$ cat src/b64le_pkg.sv
`default_nettype none

package b64le_pkg;

    localparam int MaxChars = 5;
    localparam int CountWidth = $clog2(MaxChars + 1);

    localparam logic [7:0] CharPad = 8'h3d;
    localparam logic [7:0] CharNewline = 8'h0a;
    localparam logic [7:0] CharPlus = 8'h2b;
    localparam logic [7:0] CharSlash = 8'h2f;
    localparam logic [5:0] GroupsPerLineReset = 6'd18;

    typedef logic [MaxChars-1:0][7:0] char_vec_t;

    typedef struct packed {
        char_vec_t             chars;
        logic [CountWidth-1:0] count;
        logic                  eom;
    } burst_t;

    typedef struct packed {
        logic [15:0] pending_bits;
        logic [1:0]  pending_count;
        logic [5:0]  groups_on_line;
    } enc_state_t;

    function automatic logic [7:0] sym_char(input logic [5:0] v);
        logic [7:0] c;
        if (v < 6'd26) begin
            c = 8'h41 + {2'b00, v};
        end else if (v < 6'd52) begin
            c = 8'h61 + {2'b00, v} - 8'd26;
        end else if (v < 6'd62) begin
            c = 8'h30 + {2'b00, v} - 8'd52;
        end else if (v == 6'd62) begin
            c = CharPlus;
        end else begin
            c = CharSlash;
        end
        return c;
    endfunction

endpackage

`default_nettype wire

$ cat src/b64le_encode.sv
`default_nettype none

module b64le_encode (
    input  var b64le_pkg::enc_state_t state,
    input  wire logic [5:0]           groups_per_line,
    input  wire logic [7:0]           data_byte,
    input  wire logic                 final_byte,
    output var b64le_pkg::enc_state_t state_next,
    output var b64le_pkg::burst_t     burst
);
    import b64le_pkg::*;

    logic [23:0] full_v;
    logic [5:0]  groups_inc;
    logic        line_full;
    logic        line_busy;
    logic [7:0]  held;

    always_comb
    begin
        full_v = {state.pending_bits, data_byte};
        groups_inc = state.groups_on_line + 6'd1;
        line_full = (groups_inc == groups_per_line);
        line_busy = (state.groups_on_line != 6'd0);
        held = state.pending_bits[7:0];

        burst.chars = '0;
        burst.count = '0;
        burst.eom = final_byte;
        state_next = '0;

        if (state.pending_count[1])
        begin
            burst.chars[0] = sym_char(full_v[23:18]);
            burst.chars[1] = sym_char(full_v[17:12]);
            burst.chars[2] = sym_char(full_v[11:6]);
            burst.chars[3] = sym_char(full_v[5:0]);
            burst.chars[4] = CharNewline;
            burst.count = line_full ? CountWidth'(5) : CountWidth'(4);
            state_next.groups_on_line = (line_full || final_byte) ? 6'd0 : groups_inc;
        end
        else if (final_byte)
        begin
            if (state.pending_count == 2'd0)
            begin
                burst.chars[0] = sym_char(data_byte[7:2]);
                burst.chars[1] = sym_char({data_byte[1:0], 4'b0000});
                burst.chars[2] = CharPad;
            end
            else
            begin
                burst.chars[0] = sym_char(held[7:2]);
                burst.chars[1] = sym_char({held[1:0], data_byte[7:4]});
                burst.chars[2] = sym_char({data_byte[3:0], 2'b00});
            end
            burst.chars[3] = CharPad;
            burst.chars[4] = CharNewline;
            burst.count = line_busy ? CountWidth'(5) : CountWidth'(4);
        end
        else
        begin
            state_next.pending_bits = {held, data_byte};
            state_next.pending_count = state.pending_count + 2'd1;
            state_next.groups_on_line = state.groups_on_line;
        end
    end

endmodule

`default_nettype wire

$ cat src/b64le_serializer.sv
`default_nettype none

module b64le_serializer (
    input  wire logic             clk,
    input  wire logic             rst_n,
    input  wire logic             load,
    input  var b64le_pkg::burst_t burst,
    input  wire logic             out_stall,
    output wire logic             free,
    output wire logic             out_valid,
    output wire logic [7:0]       out_char,
    output wire logic             end_of_message
);
    import b64le_pkg::*;

    char_vec_t             chars_reg;
    char_vec_t             chars_next;
    logic [CountWidth-1:0] count_reg;
    logic [CountWidth-1:0] count_next;
    logic                  eom_reg;
    logic                  eom_next;
    logic                  take;

    assign out_valid = (count_reg != '0);
    assign take = out_valid && !out_stall;
    assign free = (count_reg == '0) || (take && (count_reg == CountWidth'(1)));
    assign out_char = chars_reg[0];
    assign end_of_message = eom_reg && (count_reg == CountWidth'(1));

    always_comb
    begin
        chars_next = chars_reg;
        count_next = count_reg;
        eom_next = eom_reg;
        if (load)
        begin
            chars_next = burst.chars;
            count_next = burst.count;
            eom_next = burst.eom;
        end
        else if (take)
        begin
            chars_next = chars_reg >> 8;
            count_next = count_reg - CountWidth'(1);
        end
    end

    always_ff @(posedge clk or negedge rst_n)
    begin
        if (!rst_n)
        begin
            count_reg <= '0;
            eom_reg <= 1'b0;
        end
        else
        begin
            count_reg <= count_next;
            eom_reg <= eom_next;
        end
    end

    always_ff @(posedge clk)
    begin
        chars_reg <= chars_next;
    end

    a_count_range: assert property (@(posedge clk) disable iff (!rst_n)
        count_reg <= CountWidth'(MaxChars))
        else $error("Character count exceeds the burst size.");

    a_load_when_free: assert property (@(posedge clk) disable iff (!rst_n)
        load |-> free)
        else $error("Word loaded over characters not yet delivered.");

endmodule

`default_nettype wire

$ cat src/base64_line_wrapped_encoder_core.sv
`default_nettype none

// Streaming base64 encoder with line wrapping. One byte is taken per word; a byte that
// completes no group is taken without stall even while earlier characters drain. A byte
// that completes a group, or closes the message, yields four or five characters, which
// leave one per cycle through the output register while out_stall is low. The next
// character-producing byte is taken in the cycle the last queued character leaves.
// The line length in groups is written through cfg_write_en and groups_per_line; the user
// must write it only while the block is idle (not enforced here). It resets to 18 groups.
module base64_line_wrapped_encoder_core (
    input  wire logic       clk,
    input  wire logic       rst_n,
    input  wire logic       cfg_write_en,
    input  wire logic [5:0] groups_per_line,
    input  wire logic       in_valid,
    output wire logic       in_stall,
    input  wire logic [7:0] data_byte,
    input  wire logic       final_byte,
    output wire logic       out_valid,
    input  wire logic       out_stall,
    output wire logic [7:0] out_char,
    output wire logic       end_of_message
);
    import b64le_pkg::*;

    enc_state_t state_reg;
    enc_state_t state_next;
    logic [5:0] gpl_reg;
    burst_t     burst;
    logic       produces;
    logic       free;
    logic       accept;
    logic       load;

    b64le_encode u_encode (
        .state           (state_reg),
        .groups_per_line (gpl_reg),
        .data_byte       (data_byte),
        .final_byte      (final_byte),
        .state_next      (state_next),
        .burst           (burst)
    );

    assign produces = (burst.count != '0);
    assign in_stall = produces && !free;
    assign accept = in_valid && !in_stall;
    assign load = accept && produces;

    b64le_serializer u_serializer (
        .clk            (clk),
        .rst_n          (rst_n),
        .load           (load),
        .burst          (burst),
        .out_stall      (out_stall),
        .free           (free),
        .out_valid      (out_valid),
        .out_char       (out_char),
        .end_of_message (end_of_message)
    );

    always_ff @(posedge clk or negedge rst_n)
    begin
        if (!rst_n)
        begin
            state_reg <= '0;
            gpl_reg <= GroupsPerLineReset;
        end
        else
        begin
            if (accept)
            begin
                state_reg <= state_next;
            end
            if (cfg_write_en)
            begin
                gpl_reg <= groups_per_line;
            end
        end
    end

    a_count_below_three: assert property (@(posedge clk) disable iff (!rst_n)
        state_reg.pending_count != 2'd3)
        else $error("Held byte count reached three.");

    a_final_clears: assert property (@(posedge clk) disable iff (!rst_n)
        (accept && final_byte) |=> (state_reg == '0))
        else $error("Encoder state not cleared after the final byte.");

endmodule

`default_nettype wire
$ cat config.mk
export PLATFORM = sky130hd
export DESIGN_NAME = base64_line_wrapped_encoder_core
export DESIGN_NICKNAME = d
export VERILOG_FILES = /design/src/b64le_pkg.sv /design/src/b64le_encode.sv /design/src/b64le_serializer.sv /design/src/base64_line_wrapped_encoder_core.sv
export SDC_FILE = /design/constraint.sdc
export NUM_CORES = 1
export LEC_CHECK = 0
export BUFFER_PORTS_ARGS = -buffer_cell sky130_fd_sc_hd__buf_2
export CORE_MARGIN = 2
export CORE_UTILIZATION = 55
export CTS_CLUSTER_DIAMETER = 30
export CTS_CLUSTER_SIZE = 30
export DETAILED_ROUTE_END_ITERATION = 16
export GPL_TIMING_DRIVEN = 0
export PLACE_DENSITY = 0.79
export RECOVER_POWER = 50
export SLEW_MARGIN = 25
export SYNTH_ARGS = -nofsm -noshare
export SYNTH_HDL_FRONTEND = slang
export SYNTH_SLANG_ARGS = --single-unit
$ cat constraint.sdc
create_clock -name clk -period 3.7 [get_ports clk]
set_input_delay 0.37 -clock clk [delete_from_list [all_inputs] [get_ports clk]]
set_output_delay 0.37 -clock clk [all_outputs]
set_load 0.02 [all_outputs]
==> results.md, run 1 <==
- Outcome: finished, violations left
- Failing checks: max-capacitance violations, max-slew violations
- CP startpoint kind: flop
- Number of flip-flops in the largest register: 25
- Number of global-route vias before repair: 5966
- Tightest Hold Check Type: in -> reg
- Syn nets: 844
- Grt total ovfl: 0
- Synth Register Bits: 67
- Die extent in x: 112.8 µm
- Sw power: 2361 µW
- # diodes: 0
- Clock share of power: 16.9%
- Worst setup path startpoint: state_reg[7]
- Root buffer cell: clkbuf_16
- Seq pwr share: 25.8%
- Total number of vias: 6492
- Int Power: 2670 µW
- Core ar.: 11470 µm²
- Setup crit end: u_serializer.chars_reg[17]
- TritonRoute pass-1 iters: 6
- Clock buffer count from CTS: 9
- Peak supply drop: 0.0005289 V
- CTS tree: yes
- Initial antenna violation count: 0
- Ys Warns: 0
- CP max FO: 10
- Fmax: 300.7 MHz
- P&R area growth vs syn: 9.156%
- Clock Skew: 0.006068 ns
- Most frequent cells in the layout: nand2_1, ha_1, clkbuf_1
- Synth Instances: 772
- Post-Syn Area: 6505 µm²
- Starting Density: 56.73%
- Reg2Reg Setup Slack: 0.37 ns
- Async SR Flop Fraction: 50.75%
- Setup violators final: 0
- Final Max Slew Viols: 35
- Pwr Density: 708.5 nW/µm²
- Setup WS post-layout: 0.3746 ns
- Worst slew pin tran: 1.912 ns
- Setup bufs post-CTS: 0
- Hold Fails Final Rpt: 0
- Clock Sinks: 67
- R2r worst-path depth: 10
- Number of synthesized flops with an enable pin: 33
- Critical R2R Capture: u_serializer.chars_reg[17]
- Average wire per standard cell: 21.53 µm
- WP data required: 3.77 ns
- Leak: 0.002845 µW
- Comb pwr share: 57.3%
- Initial DRC Count: 999
- Sequential cell area fraction in the yosys report: 28.35%
- Syn avg cell area: 8.426 µm²
- Clock Pin Slew Worst Setup and Hold Paths: 0.06 ns
- Bufs on Longest Clock Path: 2
- FF-to-FF Start: state_reg[7]
- Pin count of the biggest net entering global routing: 35
- Main synth FF type: edfxtp_1
- Htree depth: 3
- DRC: 0
- Crit path time final: 3.325 ns
- Setup Crit Path Kind: reg -> reg
- Tot GR Track Use: 32.60%
- Pre-CTS WS: 0.4313 ns
- Clk_lat worst skew: 0.34 ns
- Gpl congestion: 1.004
- Number of distinct library cells after synthesis: 71
- Relative slew margins: -27.46%
- Sw Share: 46.93%
- # Max-Cap Violations: 1
- Commonest non-fill, non-tap cell in the layout: nand2_1
- Nets: 884
- Setup TNS: 0 ns
- Critical Path AT: 3.40 ns
- CTS resizes: 0
- IO Count: 31
- Die footprint: 12710 µm²
- Layout cells sized above 1: 9.302%
- Row count: 39
- First-pass GRT wire length: 32730 µm
- CTS Hold Bufs: 0
- Via density: 6.763
- Period utilisation layout: 89.88%
- Final HPWL DP: 15280 µm
- Final ANT Viol Nets: 0
- I/O Buffers: 29
- Crit. End Element: flop
- Chip height: 112.8 µm
- DRT Wirelength: 20670 µm
- RSZ-0062 raised after global routing: no
## critical path: stages, from the launching register on
cell and delay (ns):
dfrtp_1 0.44, clkbuf_8 0.21, inv_1 0.18, ha_1 0.18, clkbuf_1 0.45, inv_1 0.31, nand2_1 0.17, clkbuf_1 0.56
nor2_1 0.11, a22oi_1 0.31, o21ai_0 0.12
## per-layer routing
layer  global-route usage [%]  wire (µm)  vias to the layer above
li1                         -          -                     2935
met4                    10.49        600                        0
met1                    44.61       8362                     3056
met3                    6.963       2151                       52
met5                        0          0                        -
met2                    51.90       9551                      449
## synth_stat cells, drive strengths merged, types with 4 or more instances
master | count | area [µm²]
xnor2 | 39 | 349.1
nand2 | 59 | 221.5
nor2b | 12 | 75.07
mux2 | 8 | 90.09
and2 | 7 | 43.79
a211oi | 13 | 97.59
a221oi | 6 | 52.55
nor2 | 40 | 150.1
o31a | 4 | 35.03
clkbuf | 38 | 172.7
a31oi | 25 | 156.4
inv | 43 | 161.4
buf | 27 | 157.6
o21ai | 46 | 234.0
xor2 | 13 | 113.9
o311ai | 6 | 52.55
mux2i | 10 | 100.1
o2111ai | 7 | 61.31
nand2b | 16 | 100.1
a21oi | 42 | 214.0
nor4 | 5 | 31.28
edfxtp | 33 | 991.0
o21bai | 7 | 52.55
a22o | 16 | 140.1
dfrtp | 32 | 800.8
a311oi | 4 | 35.03
ha | 52 | 650.6
or3 | 7 | 43.79
a32oi | 4 | 35.03
nand4 | 9 | 56.30
nor3 | 19 | 95.09
a21o | 10 | 75.07
o31ai | 11 | 82.58
and3 | 8 | 55.05
nand3 | 32 | 160.2
o21a | 4 | 30.03
o211ai | 12 | 90.09
## stage by stage
stage / utilization, % / instance area, µm² / power [µW] / hold WS, ns / instances
global placement: 59.55 / 6829 / 4033 / 0.4568 / 944
global route: 61.92 / 7101 / 5310 / 0.2616 / 960
finish: 61.92 / 7101 / 5031 / 0.2579 / 960
detailed placement: 59.57 / 6832 / 4088 / 0.4599 / 944
floorplan: - / 6505 / 3293 / 0.07441 / 772
CTS: 62.13 / 7124 / 4950 / 0.1478 / 960
## worst min path at each step
stage / start / cells past startpoint / endpoint / slack (ns)
floorplan: rst_n / 0 / gpl_reg[0] / 0.07
global placement: state_reg[6] / 2 / state_reg[6] / 0.46
detailed placement: state_reg[6] / 2 / state_reg[6] / 0.46
global route: groups_per_line[5] / 2 / gpl_reg[5] / 0.26
finish: groups_per_line[2] / 2 / gpl_reg[2] / 0.26
CTS: rst_n / 1 / gpl_reg[2] / 0.15
## cell type report
| class | count | area, µm² |
|---|---|---|
| repair buffers | 29 | 130.1 |
| flip-flops and latches | 67 | 1844 |
| fillers | 999 | 4367 |
| well taps | 143 | 178.9 |
| plain buffers | 65 | 329.1 |
| clock inverters | 7 | 67.56 |
| clock buffers | 9 | 225.2 |
| multi-input cells | 597 | 4164 |
| inverters | 43 | 161.4 |
## power by group through the flow
stage / sequential [µW] / combinational (µW) / clock (µW)
after floorplan: 1230 / 2060 / 0
after global placement: 1290 / 2740 / 0
after detailed placement: 1300 / 2790 / 0
after CTS: 1290 / 2810 / 852
after global routing: 1330 / 3100 / 879
final: 1300 / 2880 / 849
## cells by family after synthesis
| logic type | Yosys count | share of synthesized area [%] |
|---|---|---|
| mux | 18 | 2.924 |
| xor+xnor | 52 | 7.117 |
| flops | 67 | 28.35 |
| simple gates | 226 | 17.35 |
| compound gates | 249 | 26.70 |
| buf+inv | 108 | 7.559 |
| fa+ha+maj | 52 | 10.00 |
Note: power is estimated with default switching activity, not from simulation.
==> run 2: changes to the inputs <==
CTS_CLUSTER_DIAMETER = 80   (was 30)
PLACE_DENSITY = not set   (was 0.79)
PLACE_DENSITY_LB_ADDON = 0.1   (was not set)
clock period = 3.4 ns   (was 3.7 ns; I/O delays follow)
==> run 2 against run 1 <==
Net effect:
- the run still ends with max-capacitance violations, max-slew violations left
- sequential cell count did not move
- first-iteration DRC count is 2.8% higher
- critical path depth unchanged
- power up 12%
- clock power increased by 21%
- sequential share of layout area down 0.20 points
- wire length grew 3.3%
- non-clock buffer count increased by 1
- register-to-register slack worse by 0.30 ns
- largest power group unchanged
==> results.md, run 2 (synthesis results as in run 1) <==
- Chip height: 112.8 µm (unchanged)
- Outcome: finished, violations left
- Nets: 885 (+0.11%)
- Worst slew pin tran: 2.011 ns (+0.09953 ns)
- Placed instance area: 6859 µm² (+0.40%)
- Clock Pin Slew Worst Setup and Hold Paths: 0.06 ns (about the same)
- # diodes: 0 (unchanged)
- Hold Fails Final Rpt: 0 (unchanged)
- Root buffer cell: clkbuf_16
- Setup Crit Path Kind: reg -> reg
- CP startpoint kind: flop
- Total power: 5615 µW (+12%)
- Leak: 0.002872 µW (+0.93%)
- Final ANT Viol Nets: 0 (unchanged)
- Via density: 6.719 (-0.64%)
- Clock buffer count from CTS: 9 (unchanged)
- Pwr Density: 784.7 nW/µm² (+11%)
- WP data required: 3.46 ns (-0.31 ns)
- Final Max Slew Viols: 35 (unchanged)
- Gpl congestion: 0.9912 (-1.2%)
- Pre-CTS WS: 0.1252 ns (-0.3061 ns)
- Clk_lat worst skew: 0.35 ns (about the same)
- TritonRoute pass-1 iters: 6 (unchanged)
- Tightest Hold Check Type: in -> reg
- Setup violators final: 0 (unchanged)
- Bufs on Longest Clock Path: 2 (unchanged)
- Row count: 39 (unchanged)
- Initial DRC Count: 1027 (+2.8%)
- Clock Sinks: 67 (unchanged)
- Setup TNS: 0 ns (unchanged)
- Tot GR Track Use: 33.83% (+1.2 points)
- CP max FO: 10 (unchanged)
- Crit. End Element: flop
- Filler cells: 1017 (+1.8%)
- Starting Density: 56.73% (unchanged)
- Die extent in x: 112.8 µm (unchanged)
- Final HPWL DP: 15850 µm (+3.7%)
- Total number of vias: 6457 (-0.54%)
- Setup WS post-layout: 0.07665 ns (-0.2979 ns)
- Die footprint: 12710 µm² (unchanged)
- Clock Skew: 0.004992 ns (-0.001076 ns)
- Peak supply drop: 0.0004710 V (-11%)
- Number of flip-flops in the largest register: 25 (unchanged)
- Post-route cell area: 7156 µm² (+0.78%)
- Grt total ovfl: 0 (unchanged)
- Fmax: 300.9 MHz (about the same)
- Average wire per standard cell: 22.20 µm (+3.1%)
- Setup bufs post-CTS: 0 (unchanged)
- # Max-Cap Violations: 1 (unchanged)
- Htree depth: 3 (unchanged)
- RSZ-0062 raised after global routing: no
- Number of global-route vias before repair: 6277 (+5.2%)
- Failing checks: max-capacitance violations, max-slew violations
- Core ar.: 11470 µm² (unchanged)
- Relative slew margins: -34.10% (-6.6 points)
- CTS tree: yes
- DRC: 0 (unchanged)
- I/O Buffers: 29 (unchanged)
- CTS resizes: 0 (unchanged)
- Crit path time final: 3.323 ns (-0.002051 ns)
- P&R area growth vs syn: 10.00%
- First-pass GRT wire length: 33750 µm (+3.1%)
- CTS Hold Bufs: 0 (unchanged)
- Most frequent cells in the layout: nand2_1, ha_1, clkbuf_1
- Pin count of the biggest net entering global routing: 35 (unchanged)
- Period utilisation layout: 97.75% (+7.9 points)
- Initial antenna violation count: 0 (unchanged)
- Commonest non-fill, non-tap cell in the layout: nand2_1
- Layout cells sized above 1: 9.658% (+0.36 points)
- Critical Path AT: 3.38 ns (-0.02 ns)
- DRT Wirelength: 21340 µm (+3.3%)
- IO Count: 31 (unchanged)
-- run 2: cell types whose count changed in the layout (fill, tap and decap cells not counted), sizes merged --
cell	change
inv	+2
bufinv	+1
clkinv	-3
clkbuf	-1
buf	+2
-- run 2: path summary, 6_finish.rpt --
| check | startpoint | cells past startpoint | end | slack, ns |
|---|---|---|---|---|
| min in group asynchronous | rst_n | 1 | state_reg[22] | 0.56 |
| max | state_reg[7] | 10 | u_serializer.chars_reg[22] | 0.08 |
| max reg2reg | state_reg[7] | 10 | u_serializer.chars_reg[22] | 0.08 |
| max in group asynchronous | rst_n | 1 | state_reg[1] | 1.68 |
| min | groups_per_line[5] | 2 | gpl_reg[5] | 0.22 |
| min reg2reg | state_reg[6] | 2 | state_reg[6] | 0.47 |
-- run 2: final cells by class --
class | instances | area [µm²] | area share, %
plain buffers | 65 | 329.1 | 4.599
clock buffers | 9 | 225.2 | 3.147
clock inverters | 7 | 97.59 | 1.364
inverters | 43 | 161.4 | 2.256
multi-input cells | 597 | 4161 | 58.16
flip-flops and latches | 67 | 1844 | 25.77
well taps | 143 | 178.9 | 2.500
repair buffers | 30 | 157.7 | 2.203
-- run 2: metrics by stage --
stage	util [%]	instances	hold slack [ns]
3_3_place_gp	59.55	944	0.4573
4_1_cts	62.63	961	0.1309
3_5_place_dp	59.81	945	0.4644
5_1_grt	62.40	961	0.2320
6_report	62.40	961	0.2233
2_1_floorplan	-	772	0.04441
-- run 2: report_power, final --
group          switching, µW  internal (µW)
logic                   1990           1170
clock network            387            647
registers                241           1180
-- run 2: worst max-delay path, cell delays in order (launching register included) --
cell	delay, ns
dfrtp_1	0.44
clkbuf_8	0.21
inv_1	0.18
ha_1	0.18
clkbuf_1	0.51
inv_1	0.32
nand2_1	0.16
clkbuf_1	0.51
a311oi_1	0.14
a21oi_1	0.23
o21ai_0	0.13
-- run 2: per-layer routing --
layer  wire, µm  track usage (%)  up-vias  share of wire (%)
met3       1695            5.249       64                7.9
met1       8834            45.14     3119                 41
li1           -                -     2928                  -
met4        773            12.93        0                3.6
met2      10030            55.69      346                 47
met5          0                0        -                  0
